===== src/hw/rtl/resp_stream_deframer_assert.svh =====
// ---------------------------------------------------------------------------
// resp_stream_deframer_assert.svh
// Assertion macros used by the deframer parser (rsd_parser).
// ---------------------------------------------------------------------------
`ifndef RESP_STREAM_DEFRAMER_ASSERT_SVH
`define RESP_STREAM_DEFRAMER_ASSERT_SVH

// Same-cycle implication, disabled in reset.
`define RSD_ASSERT_NOW(lbl, clk, rst_n, ante, cons, msg) \
  lbl: assert property (@(posedge clk) disable iff (!rst_n) (ante) |-> (cons)) \
    else $error(msg);

// Next-cycle implication, disabled in reset.
`define RSD_ASSERT_NEXT(lbl, clk, rst_n, ante, cons, msg) \
  lbl: assert property (@(posedge clk) disable iff (!rst_n) (ante) |=> (cons)) \
    else $error(msg);

`endif


===== src/hw/rtl/rsd_pkg.sv =====
// ---------------------------------------------------------------------------
// rsd_pkg
// Types, codes and byte constants of the RESP stream deframer.
// ---------------------------------------------------------------------------
package rsd_pkg;

  typedef enum logic [3:0] {
    PH_IDLE    = 4'd0,
    PH_LINE    = 4'd1,
    PH_LINE_LF = 4'd2,
    PH_BLEN    = 4'd3,
    PH_BLEN_LF = 4'd4,
    PH_BODY    = 4'd5,
    PH_BODY_CR = 4'd6,
    PH_BODY_LF = 4'd7,
    PH_ALEN    = 4'd8,
    PH_ALEN_LF = 4'd9
  } phase_t;

  typedef enum logic [2:0] {
    ET_SIMPLE  = 3'd0,
    ET_ERROR   = 3'd1,
    ET_INTEGER = 3'd2,
    ET_BULK    = 3'd3,
    ET_NIL     = 3'd4,
    ET_ARRAY   = 3'd5
  } elem_t;

  typedef enum logic [2:0] {
    ERR_NONE      = 3'd0,
    ERR_BAD_DIGIT = 3'd1,
    ERR_NESTED    = 3'd2,
    ERR_UNKNOWN   = 3'd3,
    ERR_NO_CRLF   = 3'd4,
    ERR_TRUNC     = 3'd5,
    ERR_OVERFLOW  = 3'd6,
    ERR_STRAY_CR  = 3'd7
  } err_t;

  localparam logic [7:0] CH_CR     = 8'h0D;
  localparam logic [7:0] CH_LF     = 8'h0A;
  localparam logic [7:0] CH_PLUS   = 8'h2B;
  localparam logic [7:0] CH_MINUS  = 8'h2D;
  localparam logic [7:0] CH_COLON  = 8'h3A;
  localparam logic [7:0] CH_DOLLAR = 8'h24;
  localparam logic [7:0] CH_STAR   = 8'h2A;
  localparam logic [7:0] CH_ZERO   = 8'h30;
  localparam logic [7:0] CH_ONE    = 8'h31;
  localparam logic [7:0] CH_NINE   = 8'h39;

  localparam int TDATA_W = 32;
  localparam int TUSER_W = 3;

  typedef struct packed {
    elem_t       elem_type;
    logic [7:0]  data_byte;
    logic        data_valid;
    logic        elem_end;
    logic [15:0] header_count;
    logic        in_array;
    logic        array_done;
    err_t        err_code;
  } res_t;

  function automatic res_t mk_res(elem_t t, logic [7:0] b, logic dv, logic e,
                                  logic [15:0] cnt, logic ia, logic dn, err_t ec);
    res_t r;
    r.elem_type    = t;
    r.data_byte    = b;
    r.data_valid   = dv;
    r.elem_end     = e;
    r.header_count = cnt;
    r.in_array     = ia;
    r.array_done   = dn;
    r.err_code     = ec;
    return r;
  endfunction

endpackage


===== src/hw/rtl/rsd_in_reg.sv =====
// ---------------------------------------------------------------------------
// rsd_in_reg
// Input register: captures one byte word and its end-of-buffer mark.
// ---------------------------------------------------------------------------
module rsd_in_reg (
  input  logic       clk,
  input  logic       rst_n,
  input  logic       in_tvalid,
  output logic       in_tready,
  input  logic [7:0] in_tdata,
  input  logic       in_tlast,
  input  logic       advance,
  output logic       hold_valid,
  output logic [7:0] hold_byte,
  output logic       hold_last
);

  logic       valid_r;
  logic       valid_nxt;
  logic [7:0] byte_r;
  logic       last_r;
  logic       take;

  assign in_tready = !valid_r || advance;
  assign take      = in_tvalid && in_tready;

  always_comb begin
    valid_nxt = valid_r;
    if (take) begin
      valid_nxt = 1'b1;
    end else if (advance) begin
      valid_nxt = 1'b0;
    end
  end

  always_ff @(posedge clk) begin
    if (!rst_n) begin
      valid_r <= 1'b0;
    end else begin
      valid_r <= valid_nxt;
    end
  end

  always_ff @(posedge clk) begin
    if (take) begin
      byte_r <= in_tdata;
      last_r <= in_tlast;
    end
  end

  assign hold_valid = valid_r;
  assign hold_byte  = byte_r;
  assign hold_last  = last_r;

endmodule


===== src/hw/rtl/rsd_parser.sv =====
// ---------------------------------------------------------------------------
// rsd_parser
// Protocol state and per-byte decision logic; at most one result per byte.
// ---------------------------------------------------------------------------
`include "resp_stream_deframer_assert.svh"

module rsd_parser #(
  parameter int LEN_BITS   = 32,
  parameter int COUNT_BITS = 16
) (
  input  logic          clk,
  input  logic          rst_n,
  input  logic          step,
  input  logic [7:0]    c,
  input  logic          last,
  output logic          res_valid,
  output rsd_pkg::res_t res
);

  localparam int ACC_W = (LEN_BITS > COUNT_BITS) ? LEN_BITS : COUNT_BITS;
  localparam int NXT_W = ACC_W + 4;

  rsd_pkg::phase_t       phase_r, phase_nxt;
  rsd_pkg::elem_t        kind_r, kind_nxt;
  logic [ACC_W-1:0]      accum_r, accum_nxt;
  logic [LEN_BITS-1:0]   payload_r, payload_nxt;
  logic [COUNT_BITS-1:0] arr_left_r, arr_left_nxt;
  logic                  inside_r, inside_nxt;
  logic                  discard_r, discard_nxt;
  logic                  digit_r, digit_nxt;
  logic                  minus_r, minus_nxt;

  logic                  is_digit;
  logic [NXT_W-1:0]      acc_ext;
  logic [NXT_W-1:0]      acc10;
  logic                  ovf_len;
  logic                  ovf_cnt;
  logic [ACC_W+15:0]     cnt_ext;
  logic [LEN_BITS-1:0]   payload_dec;
  logic [COUNT_BITS-1:0] arr_dec;

  assign is_digit    = (c >= rsd_pkg::CH_ZERO) && (c <= rsd_pkg::CH_NINE);
  assign acc_ext     = {4'b0, accum_r};
  assign acc10       = (acc_ext << 3) + (acc_ext << 1) + NXT_W'(c[3:0]);
  assign ovf_len     = |acc10[NXT_W-1:LEN_BITS];
  assign ovf_cnt     = |acc10[NXT_W-1:COUNT_BITS];
  assign cnt_ext     = {16'b0, accum_r};
  assign payload_dec = payload_r - LEN_BITS'(1);
  assign arr_dec     = arr_left_r - COUNT_BITS'(1);

  always_comb begin
    rsd_pkg::res_t r;
    logic          rv;
    logic          fail;
    rsd_pkg::elem_t ftype;
    rsd_pkg::err_t  fcode;
    logic          fin;
    rsd_pkg::elem_t fin_type;
    logic          done;

    phase_nxt    = phase_r;
    kind_nxt     = kind_r;
    accum_nxt    = accum_r;
    payload_nxt  = payload_r;
    arr_left_nxt = arr_left_r;
    inside_nxt   = inside_r;
    discard_nxt  = discard_r;
    digit_nxt    = digit_r;
    minus_nxt    = minus_r;
    r            = '0;
    rv           = 1'b0;
    fail         = 1'b0;
    ftype        = rsd_pkg::ET_SIMPLE;
    fcode        = rsd_pkg::ERR_NONE;
    fin          = 1'b0;
    fin_type     = rsd_pkg::ET_SIMPLE;
    done         = 1'b0;

    if (!discard_r) begin
      unique case (phase_r)
        rsd_pkg::PH_IDLE: begin
          case (c)
            rsd_pkg::CH_PLUS: begin
              phase_nxt = rsd_pkg::PH_LINE;
              kind_nxt  = rsd_pkg::ET_SIMPLE;
            end
            rsd_pkg::CH_MINUS: begin
              phase_nxt = rsd_pkg::PH_LINE;
              kind_nxt  = rsd_pkg::ET_ERROR;
            end
            rsd_pkg::CH_COLON: begin
              phase_nxt = rsd_pkg::PH_LINE;
              kind_nxt  = rsd_pkg::ET_INTEGER;
            end
            rsd_pkg::CH_DOLLAR: begin
              phase_nxt = rsd_pkg::PH_BLEN;
              kind_nxt  = rsd_pkg::ET_BULK;
              accum_nxt = '0;
              digit_nxt = 1'b0;
              minus_nxt = 1'b0;
            end
            rsd_pkg::CH_STAR: begin
              kind_nxt = rsd_pkg::ET_ARRAY;
              if (inside_r) begin
                fail  = 1'b1;
                ftype = rsd_pkg::ET_ARRAY;
                fcode = rsd_pkg::ERR_NESTED;
              end else begin
                phase_nxt = rsd_pkg::PH_ALEN;
                accum_nxt = '0;
                digit_nxt = 1'b0;
                minus_nxt = 1'b0;
              end
            end
            rsd_pkg::CH_CR: begin
              kind_nxt = rsd_pkg::ET_SIMPLE;
              fail     = 1'b1;
              fcode    = rsd_pkg::ERR_STRAY_CR;
            end
            default: begin
              kind_nxt = rsd_pkg::ET_SIMPLE;
              fail     = 1'b1;
              fcode    = rsd_pkg::ERR_UNKNOWN;
            end
          endcase
        end
        rsd_pkg::PH_LINE: begin
          if (c == rsd_pkg::CH_CR) begin
            phase_nxt = rsd_pkg::PH_LINE_LF;
          end else begin
            rv = 1'b1;
            r  = rsd_pkg::mk_res(kind_r, c, 1'b1, 1'b0, 16'd0, inside_r, 1'b0,
                                 rsd_pkg::ERR_NONE);
          end
        end
        rsd_pkg::PH_LINE_LF: begin
          if (c == rsd_pkg::CH_LF) begin
            fin      = 1'b1;
            fin_type = kind_r;
          end else begin
            fail  = 1'b1;
            ftype = kind_r;
            fcode = rsd_pkg::ERR_STRAY_CR;
          end
        end
        rsd_pkg::PH_BLEN: begin
          ftype = kind_r;
          if (c == rsd_pkg::CH_CR) begin
            if (digit_r) begin
              phase_nxt = rsd_pkg::PH_BLEN_LF;
            end else begin
              fail  = 1'b1;
              fcode = rsd_pkg::ERR_BAD_DIGIT;
            end
          end else if (c == rsd_pkg::CH_MINUS) begin
            if (digit_r || minus_r) begin
              fail  = 1'b1;
              fcode = rsd_pkg::ERR_BAD_DIGIT;
            end else begin
              minus_nxt = 1'b1;
            end
          end else if (is_digit) begin
            if (minus_r) begin
              if (digit_r || (c != rsd_pkg::CH_ONE)) begin
                fail  = 1'b1;
                fcode = rsd_pkg::ERR_BAD_DIGIT;
              end else begin
                digit_nxt = 1'b1;
              end
            end else if (ovf_len) begin
              fail  = 1'b1;
              fcode = rsd_pkg::ERR_OVERFLOW;
            end else begin
              accum_nxt = acc10[ACC_W-1:0];
              digit_nxt = 1'b1;
            end
          end else begin
            fail  = 1'b1;
            fcode = rsd_pkg::ERR_BAD_DIGIT;
          end
        end
        rsd_pkg::PH_BLEN_LF: begin
          if (c != rsd_pkg::CH_LF) begin
            fail  = 1'b1;
            ftype = kind_r;
            fcode = rsd_pkg::ERR_STRAY_CR;
          end else if (minus_r) begin
            kind_nxt = rsd_pkg::ET_NIL;
            fin      = 1'b1;
            fin_type = rsd_pkg::ET_NIL;
          end else if (accum_r == '0) begin
            phase_nxt = rsd_pkg::PH_BODY_CR;
          end else begin
            payload_nxt = accum_r[LEN_BITS-1:0];
            phase_nxt   = rsd_pkg::PH_BODY;
          end
        end
        rsd_pkg::PH_BODY: begin
          rv          = 1'b1;
          r           = rsd_pkg::mk_res(rsd_pkg::ET_BULK, c, 1'b1, 1'b0, 16'd0, inside_r,
                                        1'b0, rsd_pkg::ERR_NONE);
          payload_nxt = payload_dec;
          if (payload_dec == '0) begin
            phase_nxt = rsd_pkg::PH_BODY_CR;
          end
        end
        rsd_pkg::PH_BODY_CR: begin
          if (c == rsd_pkg::CH_CR) begin
            phase_nxt = rsd_pkg::PH_BODY_LF;
          end else begin
            fail  = 1'b1;
            ftype = rsd_pkg::ET_BULK;
            fcode = rsd_pkg::ERR_NO_CRLF;
          end
        end
        rsd_pkg::PH_BODY_LF: begin
          if (c == rsd_pkg::CH_LF) begin
            fin      = 1'b1;
            fin_type = rsd_pkg::ET_BULK;
          end else begin
            fail  = 1'b1;
            ftype = rsd_pkg::ET_BULK;
            fcode = rsd_pkg::ERR_NO_CRLF;
          end
        end
        rsd_pkg::PH_ALEN: begin
          ftype = rsd_pkg::ET_ARRAY;
          if (c == rsd_pkg::CH_CR) begin
            if (digit_r) begin
              phase_nxt = rsd_pkg::PH_ALEN_LF;
            end else begin
              fail  = 1'b1;
              fcode = rsd_pkg::ERR_BAD_DIGIT;
            end
          end else if (is_digit) begin
            if (ovf_cnt) begin
              fail  = 1'b1;
              fcode = rsd_pkg::ERR_OVERFLOW;
            end else begin
              accum_nxt = acc10[ACC_W-1:0];
              digit_nxt = 1'b1;
            end
          end else begin
            fail  = 1'b1;
            fcode = rsd_pkg::ERR_BAD_DIGIT;
          end
        end
        rsd_pkg::PH_ALEN_LF: begin
          if (c != rsd_pkg::CH_LF) begin
            fail  = 1'b1;
            ftype = rsd_pkg::ET_ARRAY;
            fcode = rsd_pkg::ERR_STRAY_CR;
          end else begin
            phase_nxt = rsd_pkg::PH_IDLE;
            rv        = 1'b1;
            if (accum_r == '0) begin
              r = rsd_pkg::mk_res(rsd_pkg::ET_ARRAY, 8'd0, 1'b0, 1'b1, 16'd0, 1'b0,
                                  1'b1, rsd_pkg::ERR_NONE);
            end else begin
              inside_nxt   = 1'b1;
              arr_left_nxt = accum_r[COUNT_BITS-1:0];
              r = rsd_pkg::mk_res(rsd_pkg::ET_ARRAY, 8'd0, 1'b0, 1'b1, cnt_ext[15:0],
                                  1'b0, 1'b0, rsd_pkg::ERR_NONE);
            end
          end
        end
        default: begin
          phase_nxt = rsd_pkg::PH_IDLE;
        end
      endcase

      if (fail) begin
        discard_nxt = 1'b1;
        rv          = 1'b1;
        r = rsd_pkg::mk_res(ftype, 8'd0, 1'b0, 1'b0, 16'd0, inside_r, 1'b0, fcode);
      end

      if (fin) begin
        if (inside_r) begin
          arr_left_nxt = arr_dec;
          if (arr_dec == '0) begin
            done       = 1'b1;
            inside_nxt = 1'b0;
          end
        end
        phase_nxt = rsd_pkg::PH_IDLE;
        rv        = 1'b1;
        r = rsd_pkg::mk_res(fin_type, 8'd0, 1'b0, 1'b1, 16'd0, inside_r, done,
                            rsd_pkg::ERR_NONE);
      end

      // end of buffer with an element or array still open
      if (last && !discard_nxt && ((phase_nxt != rsd_pkg::PH_IDLE) || inside_nxt)) begin
        rv = 1'b1;
        r  = rsd_pkg::mk_res((phase_nxt != rsd_pkg::PH_IDLE) ? kind_nxt : rsd_pkg::ET_ARRAY,
                             8'd0, 1'b0, 1'b0, 16'd0, inside_nxt, 1'b0,
                             rsd_pkg::ERR_TRUNC);
        discard_nxt = 1'b1;
      end
    end

    if (last && discard_nxt) begin
      phase_nxt    = rsd_pkg::PH_IDLE;
      kind_nxt     = rsd_pkg::ET_SIMPLE;
      accum_nxt    = '0;
      payload_nxt  = '0;
      arr_left_nxt = '0;
      inside_nxt   = 1'b0;
      discard_nxt  = 1'b0;
      digit_nxt    = 1'b0;
      minus_nxt    = 1'b0;
    end

    res_valid = rv;
    res       = r;
  end

  always_ff @(posedge clk) begin
    if (!rst_n) begin
      phase_r    <= rsd_pkg::PH_IDLE;
      kind_r     <= rsd_pkg::ET_SIMPLE;
      accum_r    <= '0;
      payload_r  <= '0;
      arr_left_r <= '0;
      inside_r   <= 1'b0;
      discard_r  <= 1'b0;
      digit_r    <= 1'b0;
      minus_r    <= 1'b0;
    end else if (step) begin
      phase_r    <= phase_nxt;
      kind_r     <= kind_nxt;
      accum_r    <= accum_nxt;
      payload_r  <= payload_nxt;
      arr_left_r <= arr_left_nxt;
      inside_r   <= inside_nxt;
      discard_r  <= discard_nxt;
      digit_r    <= digit_nxt;
      minus_r    <= minus_nxt;
    end
  end

  `RSD_ASSERT_NOW(a_err_no_payload, clk, rst_n,
    res_valid && (res.err_code != rsd_pkg::ERR_NONE),
    !res.data_valid && !res.elem_end && !res.array_done, "error result carries payload")
  `RSD_ASSERT_NOW(a_discard_silent, clk, rst_n, discard_r, !res_valid,
    "result produced while discarding")
  `RSD_ASSERT_NOW(a_array_count_live, clk, rst_n, inside_r, arr_left_r != '0,
    "inside array with zero elements left")
  `RSD_ASSERT_NEXT(a_last_resets, clk, rst_n, step && last,
    (phase_r == rsd_pkg::PH_IDLE) && !inside_r && !discard_r,
    "state not cleared after buffer end")

endmodule


===== src/hw/rtl/rsd_out_reg.sv =====
// ---------------------------------------------------------------------------
// rsd_out_reg
// Result register: holds one result word until the sink takes it.
// ---------------------------------------------------------------------------
module rsd_out_reg (
  input  logic                         clk,
  input  logic                         rst_n,
  input  logic                         load,
  input  rsd_pkg::res_t                res,
  output logic                         can_load,
  output logic                         out_tvalid,
  input  logic                         out_tready,
  output logic [rsd_pkg::TDATA_W-1:0]  out_tdata,
  output logic [rsd_pkg::TUSER_W-1:0]  out_tuser,
  output logic                         out_tlast
);

  logic          valid_r;
  logic          valid_nxt;
  rsd_pkg::res_t res_r;

  assign can_load = !valid_r || out_tready;

  always_comb begin
    valid_nxt = valid_r;
    if (can_load) begin
      valid_nxt = load;
    end
  end

  always_ff @(posedge clk) begin
    if (!rst_n) begin
      valid_r <= 1'b0;
    end else begin
      valid_r <= valid_nxt;
    end
  end

  always_ff @(posedge clk) begin
    if (can_load && load) begin
      res_r <= res;
    end
  end

  assign out_tvalid = valid_r;
  assign out_tuser  = res_r.elem_type;
  assign out_tlast  = res_r.elem_end;
  assign out_tdata  = {2'b00, res_r.err_code, res_r.array_done, res_r.in_array,
                       res_r.header_count, res_r.data_valid, res_r.data_byte};

endmodule


===== src/hw/rtl/resp_stream_deframer.sv =====
// ---------------------------------------------------------------------------
// resp_stream_deframer
// Byte-serial RESP2 deframer: typed payload words, element ends, array headers.
//
//   channel  dir  word                  tdata / tuser / tlast
//   in_      in   one buffer byte       tdata[7:0] byte, tlast end of buffer
//   out_     out  one decoded result    tdata fields below, tuser type, tlast elem end
//
// One byte per cycle sustained while the sink does not stall; an accepted byte
// waits in the input register, then its result word goes to the result register.
// Per-byte cost is set by the length accumulator (multiply by ten and add).
// Synchronous active-low reset clears all parser state and both stage valids.
// A stalled result holds in the output register; one more byte may wait in
// the input register before in_tready drops.
// ---------------------------------------------------------------------------
module resp_stream_deframer #(
  parameter int LEN_BITS   = 32,
  parameter int COUNT_BITS = 16
) (
  input  logic        clk,
  input  logic        rst_n,
  input  logic        in_tvalid,
  output logic        in_tready,
  input  logic [7:0]  in_tdata,    // [7:0] in_byte
  input  logic        in_tlast,
  output logic        out_tvalid,
  input  logic        out_tready,
  output logic [31:0] out_tdata,   // [7:0] data_byte, [8] data_valid, [24:9] header_count,
                                   // [25] in_array, [26] array_done, [29:27] err_code
  output logic [2:0]  out_tuser,   // [2:0] elem_type
  output logic        out_tlast    // elem_end
);

  logic          hold_valid;
  logic [7:0]    hold_byte;
  logic          hold_last;
  logic          can_load;
  logic          step;
  logic          res_valid;
  rsd_pkg::res_t res;

  assign step = hold_valid && can_load;

  rsd_in_reg u_in (
    .clk        (clk),
    .rst_n      (rst_n),
    .in_tvalid  (in_tvalid),
    .in_tready  (in_tready),
    .in_tdata   (in_tdata),
    .in_tlast   (in_tlast),
    .advance    (can_load),
    .hold_valid (hold_valid),
    .hold_byte  (hold_byte),
    .hold_last  (hold_last)
  );

  rsd_parser #(
    .LEN_BITS   (LEN_BITS),
    .COUNT_BITS (COUNT_BITS)
  ) u_parser (
    .clk       (clk),
    .rst_n     (rst_n),
    .step      (step),
    .c         (hold_byte),
    .last      (hold_last),
    .res_valid (res_valid),
    .res       (res)
  );

  rsd_out_reg u_out (
    .clk        (clk),
    .rst_n      (rst_n),
    .load       (step && res_valid),
    .res        (res),
    .can_load   (can_load),
    .out_tvalid (out_tvalid),
    .out_tready (out_tready),
    .out_tdata  (out_tdata),
    .out_tuser  (out_tuser),
    .out_tlast  (out_tlast)
  );

endmodule

===== config.mk =====
export PLATFORM = sky130hd
export DESIGN_NAME = resp_stream_deframer
export DESIGN_NICKNAME = d
export VERILOG_FILES = /design/src/hw/rtl/rsd_pkg.sv /design/src/hw/rtl/rsd_in_reg.sv /design/src/hw/rtl/rsd_parser.sv /design/src/hw/rtl/rsd_out_reg.sv /design/src/hw/rtl/resp_stream_deframer.sv
export VERILOG_INCLUDE_DIRS = /design/src /design/src/hw/rtl
export SDC_FILE = /design/constraint.sdc
export NUM_CORES = 1
export LEC_CHECK = 0
export ABC_AREA = 1
export BUFFER_PORTS_ARGS = -buffer_cell sky130_fd_sc_hd__buf_2
export CAP_MARGIN = 30
export CORE_MARGIN = 5
export CORE_UTILIZATION = 45
export DETAILED_ROUTE_END_ITERATION = 8
export HOLD_SLACK_MARGIN = 0.03
export PLACE_DENSITY = 0.71
export SYNTH_ARGS = -nofsm -noshare
export SYNTH_HDL_FRONTEND = slang
export SYNTH_SLANG_ARGS = --single-unit

===== constraint.sdc =====
create_clock -name clk -period 4 [get_ports clk]
set_clock_uncertainty 0.15 [all_clocks]
set_input_delay 0.8 -clock clk [delete_from_list [all_inputs] [get_ports clk]]
set_output_delay 0.8 -clock clk [all_outputs]
set_load 0.01 [all_outputs]

==> flow_results.xml, run 1 <==
<?xml version="1.0" encoding="UTF-8"?>
<metrics>
  <group name="logic_synthesis">
    <metric name="synth_top_flop_cell" unit="">sky130_fd_sc_hd__dfxtp_1</metric>
    <metric name="syn_area" unit="sq um">11500</metric>
    <metric name="synth.distinct_cells" unit="">52</metric>
    <metric name="ys.warnings.count" unit="">0</metric>
    <metric name="synth.avg_cell_area" unit="sq um">6.10</metric>
    <metric name="synth_seq_area_share" unit="%">27.3</metric>
    <metric name="netlist_instances" unit="">1892</metric>
    <metric name="synth_largest_type_area_fraction" unit="%">17.9</metric>
    <metric name="synthDominantAreaCellType" unit="">sky130_fd_sc_hd__nand2_1</metric>
    <metric name="ys_seq_elements" unit="">136</metric>
    <metric name="synth_async_sr_flop_share" unit="%">0</metric>
    <metric name="netlist_top_cells_count" unit="">sky130_fd_sc_hd__nand2_1, sky130_fd_sc_hd__nor2_1, sky130_fd_sc_hd__inv_1</metric>
    <metric name="netlist_top_cells_area" unit="">sky130_fd_sc_hd__nand2_1, sky130_fd_sc_hd__dfxtp_1, sky130_fd_sc_hd__edfxtp_1</metric>
    <metric name="top_count_cell_post_synth" unit="">sky130_fd_sc_hd__nand2_1</metric>
    <metric name="synth_enable_flop_cells" unit="">43</metric>
  </group>
  <group name="detailed_routing">
    <metric name="drt-initial-drc-count" unit="">1164</metric>
    <metric name="routed_wire_length_per_instance" unit="microns">16.5</metric>
    <metric name="drt_drc_violations_left" unit="">0</metric>
    <metric name="via_count" unit="">13100</metric>
    <metric name="drt_pre_antenna_iters" unit="">6</metric>
    <metric name="vias_per_cell" unit="">5.41</metric>
    <metric name="ant_nets" unit="">0</metric>
    <metric name="sum_of_routed_wire_length_over_all_layers" unit="microns">39900</metric>
  </group>
  <group name="clock_tree">
    <metric name="path_clk_slew" unit="ps">70</metric>
    <metric name="clk-insertion-delay-late" unit="ps">440</metric>
    <metric name="clkSinkCount" unit="">136</metric>
    <metric name="htree_num_levels" unit="">4</metric>
    <metric name="total_clock_buffers_created_by_cts" unit="">17</metric>
    <metric name="clk_root_buffer_cell" unit="">sky130_fd_sc_hd__clkbuf_16</metric>
    <metric name="clockBufferDepth" unit="">2</metric>
    <metric name="holdBufCountCts" unit="">0</metric>
    <metric name="tritoncts" unit="">yes</metric>
  </group>
  <group name="timing">
    <metric name="timing.final.hold_violations" unit="">0</metric>
    <metric name="slew_viol_final" unit="">0</metric>
    <metric name="totalNegativeSetupSlack" unit="ps">-5030</metric>
    <metric name="fmax" unit="MHz">242</metric>
    <metric name="post_layout_minimum_cycle_time" unit="ps">4130</metric>
    <metric name="report.final.setup_viol" unit="">80</metric>
    <metric name="rsz0062_at_grt" unit="">true</metric>
    <metric name="final_worst_path_period_share" unit="%">103</metric>
    <metric name="worst_slew_pin_slew" unit="ps">750</metric>
    <metric name="maxSlewHeadroom" unit="%">50.0</metric>
    <metric name="finalWorstSetupSlack" unit="ps">-132</metric>
  </group>
  <group name="power">
    <metric name="power_leakage" unit="nW">7.18</metric>
    <metric name="pwr_density_cell" unit="nW/um^2">366</metric>
    <metric name="vdd_drop_max" unit="mV">0.283</metric>
  </group>
  <group name="job">
    <metric name="max-cap-violations" unit="">0</metric>
  </group>
  <group name="critical_path">
    <metric name="worstReg2RegStart" unit="">u_parser.accum_r[21]$_SDFFE_PN0P_</metric>
    <metric name="critPathLaunchType" unit="">register</metric>
    <metric name="path_buf_inv" unit="">4</metric>
    <metric name="critical_path.max_fanout" unit="">12</metric>
    <metric name="worst-r2r-setup-slack" unit="ps">-130</metric>
    <metric name="crit_path_top_delay_cell" unit="">sky130_fd_sc_hd__dfxtp_1</metric>
    <metric name="endpoint_kind" unit="">register</metric>
    <metric name="cp_common_cell" unit="">sky130_fd_sc_hd__nand2_1</metric>
    <metric name="critPathRequiredTime" unit="ps">4210</metric>
    <metric name="worstReg2RegEnd" unit="">u_parser.accum_r[22]$_SDFFE_PN0P_</metric>
    <metric name="critical_path_cell_count" unit="">25</metric>
    <metric name="worstRegToRegCells" unit="">25</metric>
    <metric name="crit_arrival" unit="ps">4340</metric>
    <metric name="timing.critical_path.slowest_cell_delay" unit="ps">450</metric>
    <metric name="criticalPathCategory" unit="">reg -&gt; reg</metric>
    <metric name="critical_path.top_delay_family" unit="">simple AND/OR/NAND/NOR gates</metric>
  </group>
  <group name="layout">
    <metric name="finish.instance_area" unit="sq um">14600</metric>
    <metric name="final_net_count" unit="">2161</metric>
    <metric name="syn_to_final_growth" unit="%">26.8</metric>
    <metric name="diodes" unit="">0</metric>
    <metric name="drive_above_1_share" unit="%">20.2</metric>
  </group>
  <group name="global_route">
    <metric name="grt_use_met2" unit="%">41.8</metric>
    <metric name="grt_antenna_before_repair" unit="">0</metric>
    <metric name="grtUsageTotal" unit="%">26.1</metric>
    <metric name="first_global_vias" unit="">11800</metric>
    <metric name="grt_first_pass_wirelength" unit="microns">61100</metric>
    <metric name="grt_use_met3" unit="%">3.95</metric>
    <metric name="grt_max_degree" unit="">69</metric>
    <metric name="global_route.usage.met1" unit="%">36.8</metric>
    <metric name="most_used_routing_layer" unit="">met2</metric>
    <metric name="global_route.overflow_total" unit="">0</metric>
  </group>
  <group name="place">
    <metric name="finalWeightedCongestion" unit="">0.976</metric>
    <metric name="port_buffers" unit="">48</metric>
    <metric name="hpwlAfterDp" unit="microns">29900</metric>
    <metric name="detailed_place.area" unit="sq um">13200</metric>
  </group>
  <group name="worst_hold_path">
    <metric name="holdCritPathClass" unit="">reg -&gt; reg</metric>
    <metric name="hold_end" unit="">u_parser.payload_r[31]$_SDFFE_PN0P_</metric>
    <metric name="hold_path_start" unit="">u_parser.payload_r[31]$_SDFFE_PN0P_</metric>
    <metric name="min_delay_path_depth" unit="">2</metric>
  </group>
  <group name="floorplanning">
    <metric name="core-area" unit="sq um">25300</metric>
    <metric name="dieArea" unit="sq um">29000</metric>
    <metric name="chipWidth" unit="microns">170</metric>
    <metric name="floorplan.initialDensity" unit="%">45.7</metric>
    <metric name="number_of_placement_rows" unit="">58</metric>
    <metric name="io-pin-count" unit="">51</metric>
    <metric name="dieHeight" unit="microns">170</metric>
  </group>
  <group name="status">
    <metric name="failing_checks" unit="">negative setup slack</metric>
    <metric name="outcome" unit="">complete, but fails checks</metric>
  </group>
</metrics>
-- layer usage --
metal	vias to the layer above	share of wire, %
li1	6501	-
met1	6010	44
met2	507	46
met3	73	7.4
met4	0	2.4
met5	-	0
-- layout by cell type (no fill, tap or decap), drive strengths merged, types with 4 or more instances in the layout --
cell,netlist,routed
or2,16,16
o21bai,4,4
xnor2,5,5
nor2,298,298
a21oi,84,84
nor3,27,27
inv,260,267
clkbuf,28,24
a31oi,10,10
ha,67,67
nand3,153,153
nor4,14,14
xor2,17,17
nand2,557,557
o211ai,36,36
o21ai,81,81
buf,26,215
dfxtp,93,93
edfxtp,43,43
nand3b,8,8
nand4,28,28
clkinv,6,10
a211oi,9,9
-- worst max path at each step --
stage,end,start
CTS,u_parser.accum_r[21]$_SDFFE_PN0P_,u_in.hold_byte[3]$_DFFE_PP_
finish,u_parser.accum_r[22]$_SDFFE_PN0P_,u_parser.accum_r[21]$_SDFFE_PN0P_
global route,u_parser.accum_r[22]$_SDFFE_PN0P_,u_in.hold_byte[3]$_DFFE_PP_
detailed placement,u_out.out_tdata[24]$_SDFFCE_PP0P_,u_parser.accum_r[0]$_SDFFE_PN0P_
global placement,u_out.out_tdata[24]$_SDFFCE_PP0P_,u_parser.accum_r[2]$_SDFFE_PN0P_
floorplan,u_out.out_tdata[0]$_SDFFCE_PP0P_,u_in.hold_byte[2]$_DFFE_PP_
-- state kept, by name (all words and copies together) (netlist names) --
name,count
u_parser.phase_r,4
u_parser.accum_r,32
u_out.out_tuser,3
u_parser.arr_left_r,16
u_parser.inside_r,1
u_parser.minus_r,1
u_parser.kind_r,3
u_in.hold_valid,1
u_parser.digit_r,1
u_out.out_tlast,1
u_parser.payload_r,32
u_out.out_tvalid,1
u_in.hold_byte,8
u_parser.discard_r,1
u_in.hold_last,1
u_out.out_tdata,30
-- cells by family (layout without fill, tap and decap cells) --
family                   after synthesis  in the layout  synth area share [%]
other                                  1              2                0.0325
adder cells (fa/ha/maj)               69             69                  7.61
AND/OR/NAND/NOR                     1106           1106                  40.5
AO/OA/AOI/OAI                        238            238                  11.9
buffers and inverters                320            519                  11.0
flip-flops                           136            136                  27.3
XOR/XNOR                              22             22                  1.67
-- what timing repair did --
item | CTS | global route
pin swaps | 18 | 34
endpoints found under the setup margin | 149 | 157
gates cloned | 1 | 6
setup buffers | 8 | 11
gates resized for setup | 70 | 88
-- where the power goes --
group | switching [W] | internal [W] | total (W)
clock | 0.000699 | 0.000823 | 0.00152
combinational | 0.00130 | 0.000866 | 0.00217
sequential | 0.000124 | 0.00154 | 0.00167
-- worst register-to-register path: stages, from the launching register on --
cell,delay [ps]
sky130_fd_sc_hd__dfxtp_1,450
sky130_fd_sc_hd__ha_1,280
sky130_fd_sc_hd__ha_1,350
sky130_fd_sc_hd__nand2_1,110
sky130_fd_sc_hd__nor2_1,250
sky130_fd_sc_hd__nand2_1,140
sky130_fd_sc_hd__buf_4,150
sky130_fd_sc_hd__nor2_1,230
sky130_fd_sc_hd__nand2_2,120
sky130_fd_sc_hd__nand3_2,100
sky130_fd_sc_hd__nand2_1,50
sky130_fd_sc_hd__nor2_1,120
sky130_fd_sc_hd__nand2_2,120
sky130_fd_sc_hd__nand3_2,90
sky130_fd_sc_hd__nand2_1,50
sky130_fd_sc_hd__inv_1,80
sky130_fd_sc_hd__nand3_2,120
sky130_fd_sc_hd__o21ai_4,260
sky130_fd_sc_hd__buf_6,170
sky130_fd_sc_hd__nand2_2,50
sky130_fd_sc_hd__nand2_2,100
sky130_fd_sc_hd__nor2_4,70
sky130_fd_sc_hd__clkbuf_16,180
sky130_fd_sc_hd__nand3_1,80
sky130_fd_sc_hd__nand2_1,60
sky130_fd_sc_hd__nor2_1,120
-- cell type report --
class                           instances  area [sq um]
Fill cell                            2463         10600
Multi-Input combinational cell       1437          7660
Sequential cell                       136          3160
Timing Repair Buffer                  221          1860
Inverter                              266          1010
Clock buffer                           18           439
Tap cell                              330           413
Clock inverter                         14           110
-- per-stage QoR --
stage                     std cells  utilization (%)  hold WS (ps)  setup WS [ps]  total power [W]
after global placement         2364             52.3           321           -212          0.00359
after detailed placement       2364             52.3           326           -263          0.00362
after CTS                      2405             55.9           336          -53.7          0.00520
after floorplan                1893                -           304           4.70          0.00287
after global routing           2422             58.0           350           -361          0.00565
final                          2422             58.0           335           -132          0.00535
No activity file was read; power rests on OpenSTA's default activity.
==> run 2: changes to the inputs <==
--- a/config.mk
+++ b/config.mk
@@ -6,7 +6,7 @@
 export SDC_FILE = /design/constraint.sdc
 export NUM_CORES = 1
 export LEC_CHECK = 0
-export ABC_AREA = 1
+export ABC_CLOCK_PERIOD_IN_PS = 4000
 export BUFFER_PORTS_ARGS = -buffer_cell sky130_fd_sc_hd__buf_2
 export CAP_MARGIN = 30
 export CORE_MARGIN = 5
==> run 2 against run 1 <==
  * Maximum frequency decreased by 3.2%
  * Total power decreased by 36%
  * Sequential power down 13%
  * Via count decreased by 5.3%
  * Routed wire length up 0.56%
  * Largest cell class unchanged
  * Clock-buffer cell count stayed put
  * The run still ends with negative setup slack left
  * Critical endpoint is now u_out.out_tdata[9]$_SDFFCE_PP0P_
  * First-iteration DRC count up 32%
  * Cell area shrank 1.2%
  * Synthesized area decreased by 5.6%
  * Die area fell by 5.2%
==> flow_results.xml, run 2 <==
<?xml version="1.0" encoding="UTF-8"?>
<metrics>
  <group name="status">
    <metric name="outcome" unit="">complete, but fails checks</metric>
    <metric name="failing_checks" unit="">negative setup slack</metric>
  </group>
  <group name="detailed_routing">
    <metric name="drt_drc_violations_left" unit="">0</metric>
    <metric name="ant_nets" unit="">0</metric>
    <metric name="via_count" unit="">12400</metric>
    <metric name="drt-initial-drc-count" unit="">1535</metric>
    <metric name="routed_wire_length_per_instance" unit="microns">20.6</metric>
    <metric name="drt_pre_antenna_iters" unit="">6</metric>
    <metric name="sum_of_routed_wire_length_over_all_layers" unit="microns">40100</metric>
    <metric name="vias_per_cell" unit="">6.35</metric>
  </group>
  <group name="clock_tree">
    <metric name="path_clk_slew" unit="ps">70</metric>
    <metric name="clk-insertion-delay-late" unit="ps">440</metric>
    <metric name="clk_root_buffer_cell" unit="">sky130_fd_sc_hd__clkbuf_16</metric>
    <metric name="clockBufferDepth" unit="">2</metric>
    <metric name="clkSinkCount" unit="">136</metric>
    <metric name="holdBufCountCts" unit="">0</metric>
    <metric name="total_clock_buffers_created_by_cts" unit="">17</metric>
    <metric name="htree_num_levels" unit="">4</metric>
    <metric name="tritoncts" unit="">yes</metric>
  </group>
  <group name="timing">
    <metric name="maxSlewHeadroom" unit="%">45.5</metric>
    <metric name="slew_viol_final" unit="">0</metric>
    <metric name="report.final.setup_viol" unit="">154</metric>
    <metric name="worst_slew_pin_slew" unit="ps">817</metric>
    <metric name="fmax" unit="MHz">234</metric>
    <metric name="final_worst_path_period_share" unit="%">107</metric>
    <metric name="timing.final.hold_violations" unit="">0</metric>
    <metric name="finalWorstSetupSlack" unit="ps">-270</metric>
    <metric name="post_layout_minimum_cycle_time" unit="ps">4270</metric>
    <metric name="totalNegativeSetupSlack" unit="ps">-26450</metric>
    <metric name="rsz0062_at_grt" unit="">true</metric>
  </group>
  <group name="floorplanning">
    <metric name="core-area" unit="sq um">24100</metric>
    <metric name="chipWidth" unit="microns">166</metric>
    <metric name="io-pin-count" unit="">51</metric>
    <metric name="dieArea" unit="sq um">27400</metric>
    <metric name="floorplan.initialDensity" unit="%">45.2</metric>
    <metric name="number_of_placement_rows" unit="">57</metric>
    <metric name="dieHeight" unit="microns">166</metric>
  </group>
  <group name="worst_hold_path">
    <metric name="hold_end" unit="">u_parser.accum_r[20]$_SDFFE_PN0P_</metric>
    <metric name="min_delay_path_depth" unit="">2</metric>
    <metric name="holdCritPathClass" unit="">reg -&gt; reg</metric>
    <metric name="hold_path_start" unit="">u_parser.accum_r[20]$_SDFFE_PN0P_</metric>
  </group>
  <group name="critical_path">
    <metric name="criticalPathCategory" unit="">reg -&gt; reg</metric>
    <metric name="crit_arrival" unit="ps">4270</metric>
    <metric name="timing.critical_path.slowest_cell_delay" unit="ps">580</metric>
    <metric name="crit_path_top_delay_cell" unit="">sky130_fd_sc_hd__fa_1</metric>
    <metric name="cp_common_cell" unit="">sky130_fd_sc_hd__inv_2</metric>
    <metric name="critPathLaunchType" unit="">register</metric>
    <metric name="worstRegToRegCells" unit="">18</metric>
    <metric name="worstReg2RegStart" unit="">u_in.hold_byte[3]$_DFFE_PP_</metric>
    <metric name="worstReg2RegEnd" unit="">u_out.out_tdata[9]$_SDFFCE_PP0P_</metric>
    <metric name="critical_path.max_fanout" unit="">6</metric>
    <metric name="worst-r2r-setup-slack" unit="ps">-270</metric>
    <metric name="critPathRequiredTime" unit="ps">4000</metric>
    <metric name="endpoint_kind" unit="">register</metric>
    <metric name="worstPathCellList" unit="">inv_2 -&gt; fa_1 -&gt; inv_2 -&gt; ha_4 -&gt; a21oi_2 -&gt; nand3b_1 -&gt; a211o_1 -&gt; a21boi_2 -&gt; buf_4 -&gt; nor4_2 -&gt; a311oi_2 -&gt; and4bb_4 -&gt; nand3_4 -&gt; a21oi_4 -&gt; buf_12 -&gt; a311oi_4 -&gt; buf_6 -&gt; clkbuf_16</metric>
  </group>
  <group name="power">
    <metric name="power.switching_fraction" unit="%">25.9</metric>
    <metric name="internal_power" unit="W">0.00252</metric>
    <metric name="post-layout-total-power" unit="W">0.00340</metric>
    <metric name="clock_power_share" unit="%">49.4</metric>
    <metric name="pwr_density_cell" unit="nW/um^2">235</metric>
    <metric name="power_leakage" unit="nW">6.29</metric>
    <metric name="comb_power_share" unit="%">7.8</metric>
    <metric name="seqPwrFrac" unit="%">42.8</metric>
    <metric name="vdd_drop_max" unit="mV">0.276</metric>
    <metric name="p_switching" unit="W">0.000880</metric>
  </group>
  <group name="logic_synthesis">
    <metric name="synth_top_flop_cell" unit="">sky130_fd_sc_hd__dfxtp_1</metric>
    <metric name="synth.avg_cell_area" unit="sq um">7.74</metric>
    <metric name="netlist_top_cells_area" unit="">sky130_fd_sc_hd__dfxtp_1, sky130_fd_sc_hd__edfxtp_1, sky130_fd_sc_hd__ha_1</metric>
    <metric name="synth_seq_area_share" unit="%">28.9</metric>
    <metric name="ys.warnings.count" unit="">0</metric>
    <metric name="syn_area" unit="sq um">10900</metric>
    <metric name="ys_seq_elements" unit="">136</metric>
    <metric name="synthDominantAreaCellType" unit="">sky130_fd_sc_hd__dfxtp_1</metric>
    <metric name="synth_largest_type_area_fraction" unit="%">17.1</metric>
    <metric name="netlist_instances" unit="">1409</metric>
    <metric name="synth.distinct_cells" unit="">83</metric>
    <metric name="top_count_cell_post_synth" unit="">sky130_fd_sc_hd__nor2_1</metric>
    <metric name="synth_enable_flop_cells" unit="">43</metric>
    <metric name="synth_async_sr_flop_share" unit="%">0</metric>
    <metric name="netlist_top_cells_count" unit="">sky130_fd_sc_hd__nor2_1, sky130_fd_sc_hd__a21oi_1, sky130_fd_sc_hd__nand2_1</metric>
  </group>
  <group name="global_route">
    <metric name="grtUsageTotal" unit="%">26.9</metric>
    <metric name="global_route.overflow_total" unit="">0</metric>
    <metric name="grt_first_pass_wirelength" unit="microns">61100</metric>
    <metric name="grt_max_degree" unit="">71</metric>
    <metric name="grt_antenna_before_repair" unit="">0</metric>
    <metric name="first_global_vias" unit="">11300</metric>
  </group>
  <group name="place">
    <metric name="finalWeightedCongestion" unit="">0.983</metric>
    <metric name="hpwlAfterDp" unit="microns">27700</metric>
    <metric name="port_buffers" unit="">48</metric>
  </group>
  <group name="layout">
    <metric name="syn_to_final_growth" unit="%">32.7</metric>
    <metric name="seqCellArea" unit="sq um">3160</metric>
    <metric name="layout.cells.most_common" unit="">sky130_fd_sc_hd__buf_4</metric>
    <metric name="final_net_count" unit="">1695</metric>
    <metric name="filler_cell_count" unit="">2103</metric>
    <metric name="drive_above_1_share" unit="%">26.1</metric>
    <metric name="multi_input_comb_area" unit="sq um">7760</metric>
    <metric name="final_cell_mix" unit="">sky130_fd_sc_hd__buf_4, sky130_fd_sc_hd__nor2_1, sky130_fd_sc_hd__a21oi_1, sky130_fd_sc_hd__nand2_1, sky130_fd_sc_hd__dfxtp_1</metric>
  </group>
  <group name="job">
    <metric name="max-cap-violations" unit="">0</metric>
  </group>
</metrics>
[run 2: cell types whose count changed after synthesis, sizes merged, moves of 19 or more]
cell,before,now
a21oi,84,137
and2,2,22
and3,1,39
clkbuf,28,83
inv,260,32
mux2i,0,35
nand2,557,118
nand3,153,63
nor2,298,138
nor3,27,46
[run 2: layout make-up]
type | instances | share of cell area (%)
flip-flops and latches | 136 | 21.8
clock inverters | 14 | 1.09
multi-input cells | 1137 | 53.7
clock buffers | 18 | 3.11
repair buffers | 289 | 16.7
diodes | 1 | 0.0173
inverters | 32 | 0.830
well taps | 324 | 2.80
[run 2: routing by layer]
metal  up-vias  GRT usage, %  share of wire (%)
met5         -             0                  0
met3       152          4.96                8.5
met4         0          13.9                5.7
li1       5690             -                  -
met1      5874          34.9                 40
met2       678          42.7                 45
[run 2: critical path: cells and delay by family, from the launching register on]
kind	cells	cell delay [ps]
flip-flops	1	360
adder cells (fa/ha/maj)	2	840
AND/OR/NAND/NOR	4	670
AO/OA/AOI/OAI	6	1210
buffers and inverters	6	770
[run 2: cell families after synthesis]
kind of cell | Yosys count | share of synthesized area [%]
other | 1 | 0.0344
adder cells (fa/ha/maj) | 69 | 8.05
buffers and inverters | 137 | 5.01
AO/OA/AOI/OAI | 415 | 24.1
flip-flops | 136 | 28.9
multiplexers | 39 | 3.63
XOR/XNOR | 39 | 3.13
AND/OR/NAND/NOR | 573 | 27.1
[run 2: how the worst max path moves through the flow]
| stage | startpoint | endpoint | slack (ps) |
|---|---|---|---|
| after floorplan | u_in.hold_byte[3]$_DFFE_PP_ | u_out.out_tdata[0]$_SDFFCE_PP0P_ | -520 |
| after global placement | u_parser.accum_r[2]$_SDFFE_PN0P_ | u_out.out_tdata[4]$_SDFFCE_PP0P_ | -290 |
| after detailed placement | u_parser.accum_r[2]$_SDFFE_PN0P_ | u_out.out_tdata[13]$_SDFFCE_PP0P_ | -380 |
| after CTS | u_parser.accum_r[2]$_SDFFE_PN0P_ | u_out.out_tdata[13]$_SDFFCE_PP0P_ | -140 |
| after global routing | u_in.hold_byte[3]$_DFFE_PP_ | u_out.out_tdata[14]$_SDFFCE_PP0P_ | -430 |
| final | u_in.hold_byte[3]$_DFFE_PP_ | u_out.out_tdata[9]$_SDFFCE_PP0P_ | -270 |
[run 2: metrics by stage]
step           utilization, %  setup slack, ps  hold WS [ps]  instances  instance area (sq um)
6_report                 60.0             -270           364       1951                  14500
5_1_grt                  60.0             -433           381       1950                  14500
4_1_cts                  58.0             -142           374       1933                  14000
3_5_place_dp             53.6             -384           352       1884                  12900
3_3_place_gp             53.6             -289           338       1884                  12900
2_1_floorplan               -             -516           316       1410                  11000
[run 2: what timing repair did]
| action | in CTS | in global routing |
|---|---|---|
| setup buffers | 14 | 10 |
| setup endpoints to repair | 156 | 158 |
| resized for setup | 52 | 51 |
| pin swaps | 21 | 30 |
| cloned | 4 | 9 |
| hold endpoints to repair | 0 | 0 |
[run 2: power by group through the flow]
stage	combinational [W]	clock, W	sequential [W]
floorplan	0.000110	0	0.00149
global placement	0.000203	0	0.00149
detailed placement	0.000205	0	0.00149
CTS	0.000224	0.00168	0.00146
global route	0.000277	0.00174	0.00146
finish	0.000265	0.00168	0.00146
==> run 3: changes to the inputs <==
--- a/config.mk
+++ b/config.mk
@@ -9,6 +9,7 @@
 export ABC_CLOCK_PERIOD_IN_PS = 4000
 export BUFFER_PORTS_ARGS = -buffer_cell sky130_fd_sc_hd__buf_2
 export CAP_MARGIN = 30
+export CORE_ASPECT_RATIO = 0.7
 export CORE_MARGIN = 5
 export CORE_UTILIZATION = 45
 export DETAILED_ROUTE_END_ITERATION = 8
==> run 3 against run 2 <==
  * The flow still finishes with violations (negative setup slack)
  * Largest cell class unchanged
  * Sequential share of layout area shrank 0.24 points
  * Clock power is 3% higher
  * Cell area increased by 1.3%
  * Die area increased by 0.18%
  * Highest routed layer unchanged
  * Critical path depth shrank 1
  * Cell count rose by 0.26%
  * Sequential power is essentially flat
==> flow_results.xml, run 3 (synthesized netlist as in run 2, its figures left out) <==
<?xml version="1.0" encoding="UTF-8"?>
<metrics>
  <group name="timing">
    <metric name="timing.final.hold_violations" unit="">0</metric>
    <metric name="maxSlewHeadroom" unit="%">44.3</metric>
    <metric name="worst_slew_pin_slew" unit="ps">835</metric>
    <metric name="totalNegativeSetupSlack" unit="ps">-47550</metric>
    <metric name="finalWorstSetupSlack" unit="ps">-460</metric>
    <metric name="report.final.setup_viol" unit="">157</metric>
    <metric name="fmax" unit="MHz">224</metric>
    <metric name="slew_viol_final" unit="">0</metric>
    <metric name="post_layout_minimum_cycle_time" unit="ps">4460</metric>
    <metric name="final_worst_path_period_share" unit="%">112</metric>
    <metric name="rsz0062_at_grt" unit="">true</metric>
  </group>
  <group name="layout">
    <metric name="final_cell_mix" unit="">sky130_fd_sc_hd__buf_4, sky130_fd_sc_hd__nor2_1, sky130_fd_sc_hd__a21oi_1, sky130_fd_sc_hd__nand2_1, sky130_fd_sc_hd__dfxtp_1</metric>
    <metric name="diodes" unit="">0</metric>
    <metric name="final_net_count" unit="">1707</metric>
    <metric name="finish.instance_area" unit="sq um">14700</metric>
    <metric name="layout.cells.most_common" unit="">sky130_fd_sc_hd__buf_4</metric>
    <metric name="syn_to_final_growth" unit="%">34.5</metric>
    <metric name="instances_no_fill" unit="">1956</metric>
    <metric name="drive_above_1_share" unit="%">27.9</metric>
  </group>
  <group name="clock_tree">
    <metric name="clk-insertion-delay-late" unit="ps">440</metric>
    <metric name="holdBufCountCts" unit="">0</metric>
    <metric name="tritoncts" unit="">yes</metric>
    <metric name="htree_num_levels" unit="">4</metric>
    <metric name="clockBufferDepth" unit="">2</metric>
    <metric name="total_clock_buffers_created_by_cts" unit="">17</metric>
    <metric name="path_clk_slew" unit="ps">70</metric>
    <metric name="clkSinkCount" unit="">136</metric>
    <metric name="clk_root_buffer_cell" unit="">sky130_fd_sc_hd__clkbuf_16</metric>
  </group>
  <group name="place">
    <metric name="port_buffers" unit="">48</metric>
    <metric name="hpwlAfterDp" unit="microns">29700</metric>
    <metric name="dpl_worst_slack" unit="ps">-612</metric>
    <metric name="finalWeightedCongestion" unit="">1.01</metric>
    <metric name="numPlacedInstances" unit="">1892</metric>
    <metric name="detailed_place.area" unit="sq um">13000</metric>
  </group>
  <group name="power">
    <metric name="post-layout-total-power" unit="W">0.00346</metric>
    <metric name="vdd_drop_max" unit="mV">0.314</metric>
    <metric name="pwr_density_cell" unit="nW/um^2">236</metric>
    <metric name="power_leakage" unit="nW">6.33</metric>
  </group>
  <group name="detailed_routing">
    <metric name="drt_drc_violations_left" unit="">0</metric>
    <metric name="routed_wire_length_per_instance" unit="microns">21.5</metric>
    <metric name="drt_pre_antenna_iters" unit="">6</metric>
    <metric name="vias_per_cell" unit="">6.33</metric>
    <metric name="via_count" unit="">12400</metric>
    <metric name="sum_of_routed_wire_length_over_all_layers" unit="microns">42100</metric>
    <metric name="drt-initial-drc-count" unit="">1772</metric>
    <metric name="ant_nets" unit="">0</metric>
  </group>
  <group name="global_route">
    <metric name="grt_max_degree" unit="">71</metric>
    <metric name="grt_first_pass_wirelength" unit="microns">62500</metric>
    <metric name="grt_antenna_before_repair" unit="">0</metric>
    <metric name="grtUsageTotal" unit="%">28.4</metric>
    <metric name="first_global_vias" unit="">11300</metric>
    <metric name="global_route.overflow_total" unit="">0</metric>
  </group>
  <group name="floorplanning">
    <metric name="dieHeight" unit="microns">140</metric>
    <metric name="floorplan.initialDensity" unit="%">45.9</metric>
    <metric name="chipWidth" unit="microns">196</metric>
    <metric name="dieArea" unit="sq um">27500</metric>
    <metric name="io-pin-count" unit="">51</metric>
    <metric name="number_of_placement_rows" unit="">47</metric>
    <metric name="core-area" unit="sq um">23800</metric>
  </group>
  <group name="critical_path">
    <metric name="criticalPathCategory" unit="">reg -&gt; reg</metric>
    <metric name="endpoint_kind" unit="">register</metric>
    <metric name="crit_arrival" unit="ps">4450</metric>
    <metric name="critPathLaunchType" unit="">register</metric>
    <metric name="critPathRequiredTime" unit="ps">3990</metric>
    <metric name="critical_path.max_fanout" unit="">22</metric>
  </group>
  <group name="status">
    <metric name="failing_checks" unit="">negative setup slack</metric>
    <metric name="outcome" unit="">complete, but fails checks</metric>
  </group>
  <group name="job">
    <metric name="max-cap-violations" unit="">0</metric>
  </group>
  <group name="worst_hold_path">
    <metric name="holdCritPathClass" unit="">in -&gt; reg</metric>
  </group>
</metrics>
[run 3: changes by cell type in the layout (fill, tap and decap cells not counted), sizes merged]
cell,previous run,this run
clkinv,3,2
clkbuf,25,23
buf,282,297
bufinv,2,4
diode,1,0
inv,38,37
clkinvlp,3,2
[run 3: worst max-delay path: stages (launching register included)]
cell and delay, ps:
sky130_fd_sc_hd__edfxtp_1 380, sky130_fd_sc_hd__inv_2 50, sky130_fd_sc_hd__fa_1 580, sky130_fd_sc_hd__inv_2 60, sky130_fd_sc_hd__ha_4 260, sky130_fd_sc_hd__a21oi_2 60, sky130_fd_sc_hd__nand3b_1 270, sky130_fd_sc_hd__a211o_1 400
sky130_fd_sc_hd__a21boi_4 310, sky130_fd_sc_hd__nor4b_1 120, sky130_fd_sc_hd__a311oi_2 350, sky130_fd_sc_hd__a211oi_2 60, sky130_fd_sc_hd__buf_4 170, sky130_fd_sc_hd__nand3_4 80, sky130_fd_sc_hd__a21oi_4 80, sky130_fd_sc_hd__buf_12 150
sky130_fd_sc_hd__a311oi_4 370, sky130_fd_sc_hd__buf_12 220
[run 3: timing repair]
action	CTS	global route
gates resized for setup	63	81
pin swaps	18	60
setup buffers	8	19
setup endpoints to repair	156	158
gates cloned	3	6
[run 3: metal layers]
layer	wire length [microns]	global-route usage, %	share of wire (%)	vias up
li1	-	-	-	5710
met1	18500	42.0	44	5782
met2	16800	38.4	40	751
met3	5700	10.4	14	130
met4	1070	7.64	2.5	0
met5	0	0	0	-
[run 3: per-stage QoR]
| stage | util, % | hold slack [ps] |
|---|---|---|
| 2_1_floorplan | - | 316 |
| 3_3_place_gp | 54.7 | 337 |
| 3_5_place_dp | 54.7 | 358 |
| 4_1_cts | 59.0 | 364 |
| 5_1_grt | 61.7 | 377 |
| 6_report | 61.7 | 378 |
[run 3: where the power goes]
group | total, W | internal (W) | switching [W]
clock network | 0.00173 | 0.00105 | 0.000674
logic | 0.000277 | 0.000108 | 0.000169
registers | 0.00146 | 0.00144 | 0.0000144
total | 0.00346 | 0.00260 | 0.000857
[run 3: final timing paths]
check	startpoint	end	slack (ps)	depth (start not counted)
worst min register to register	u_parser.payload_r[17]$_SDFFE_PN0P_	u_parser.payload_r[17]$_SDFFE_PN0P_	390	2
worst min-delay path	in_tlast	u_in.hold_last$_DFFE_PP_	380	1
worst max-delay path	u_in.hold_byte[3]$_DFFE_PP_	u_out.out_tdata[13]$_SDFFCE_PP0P_	-460	17
worst max register to register	u_in.hold_byte[3]$_DFFE_PP_	u_out.out_tdata[13]$_SDFFCE_PP0P_	-460	17
[run 3: layout make-up]
type | count | area [sq um]
clock buffers | 19 | 433
clock inverters | 13 | 193
fillers | 2012 | 9090
inverters | 32 | 120
multi-input cells | 1137 | 7920
flip-flops and latches | 136 | 3160
well taps | 318 | 398
repair buffers | 301 | 2430
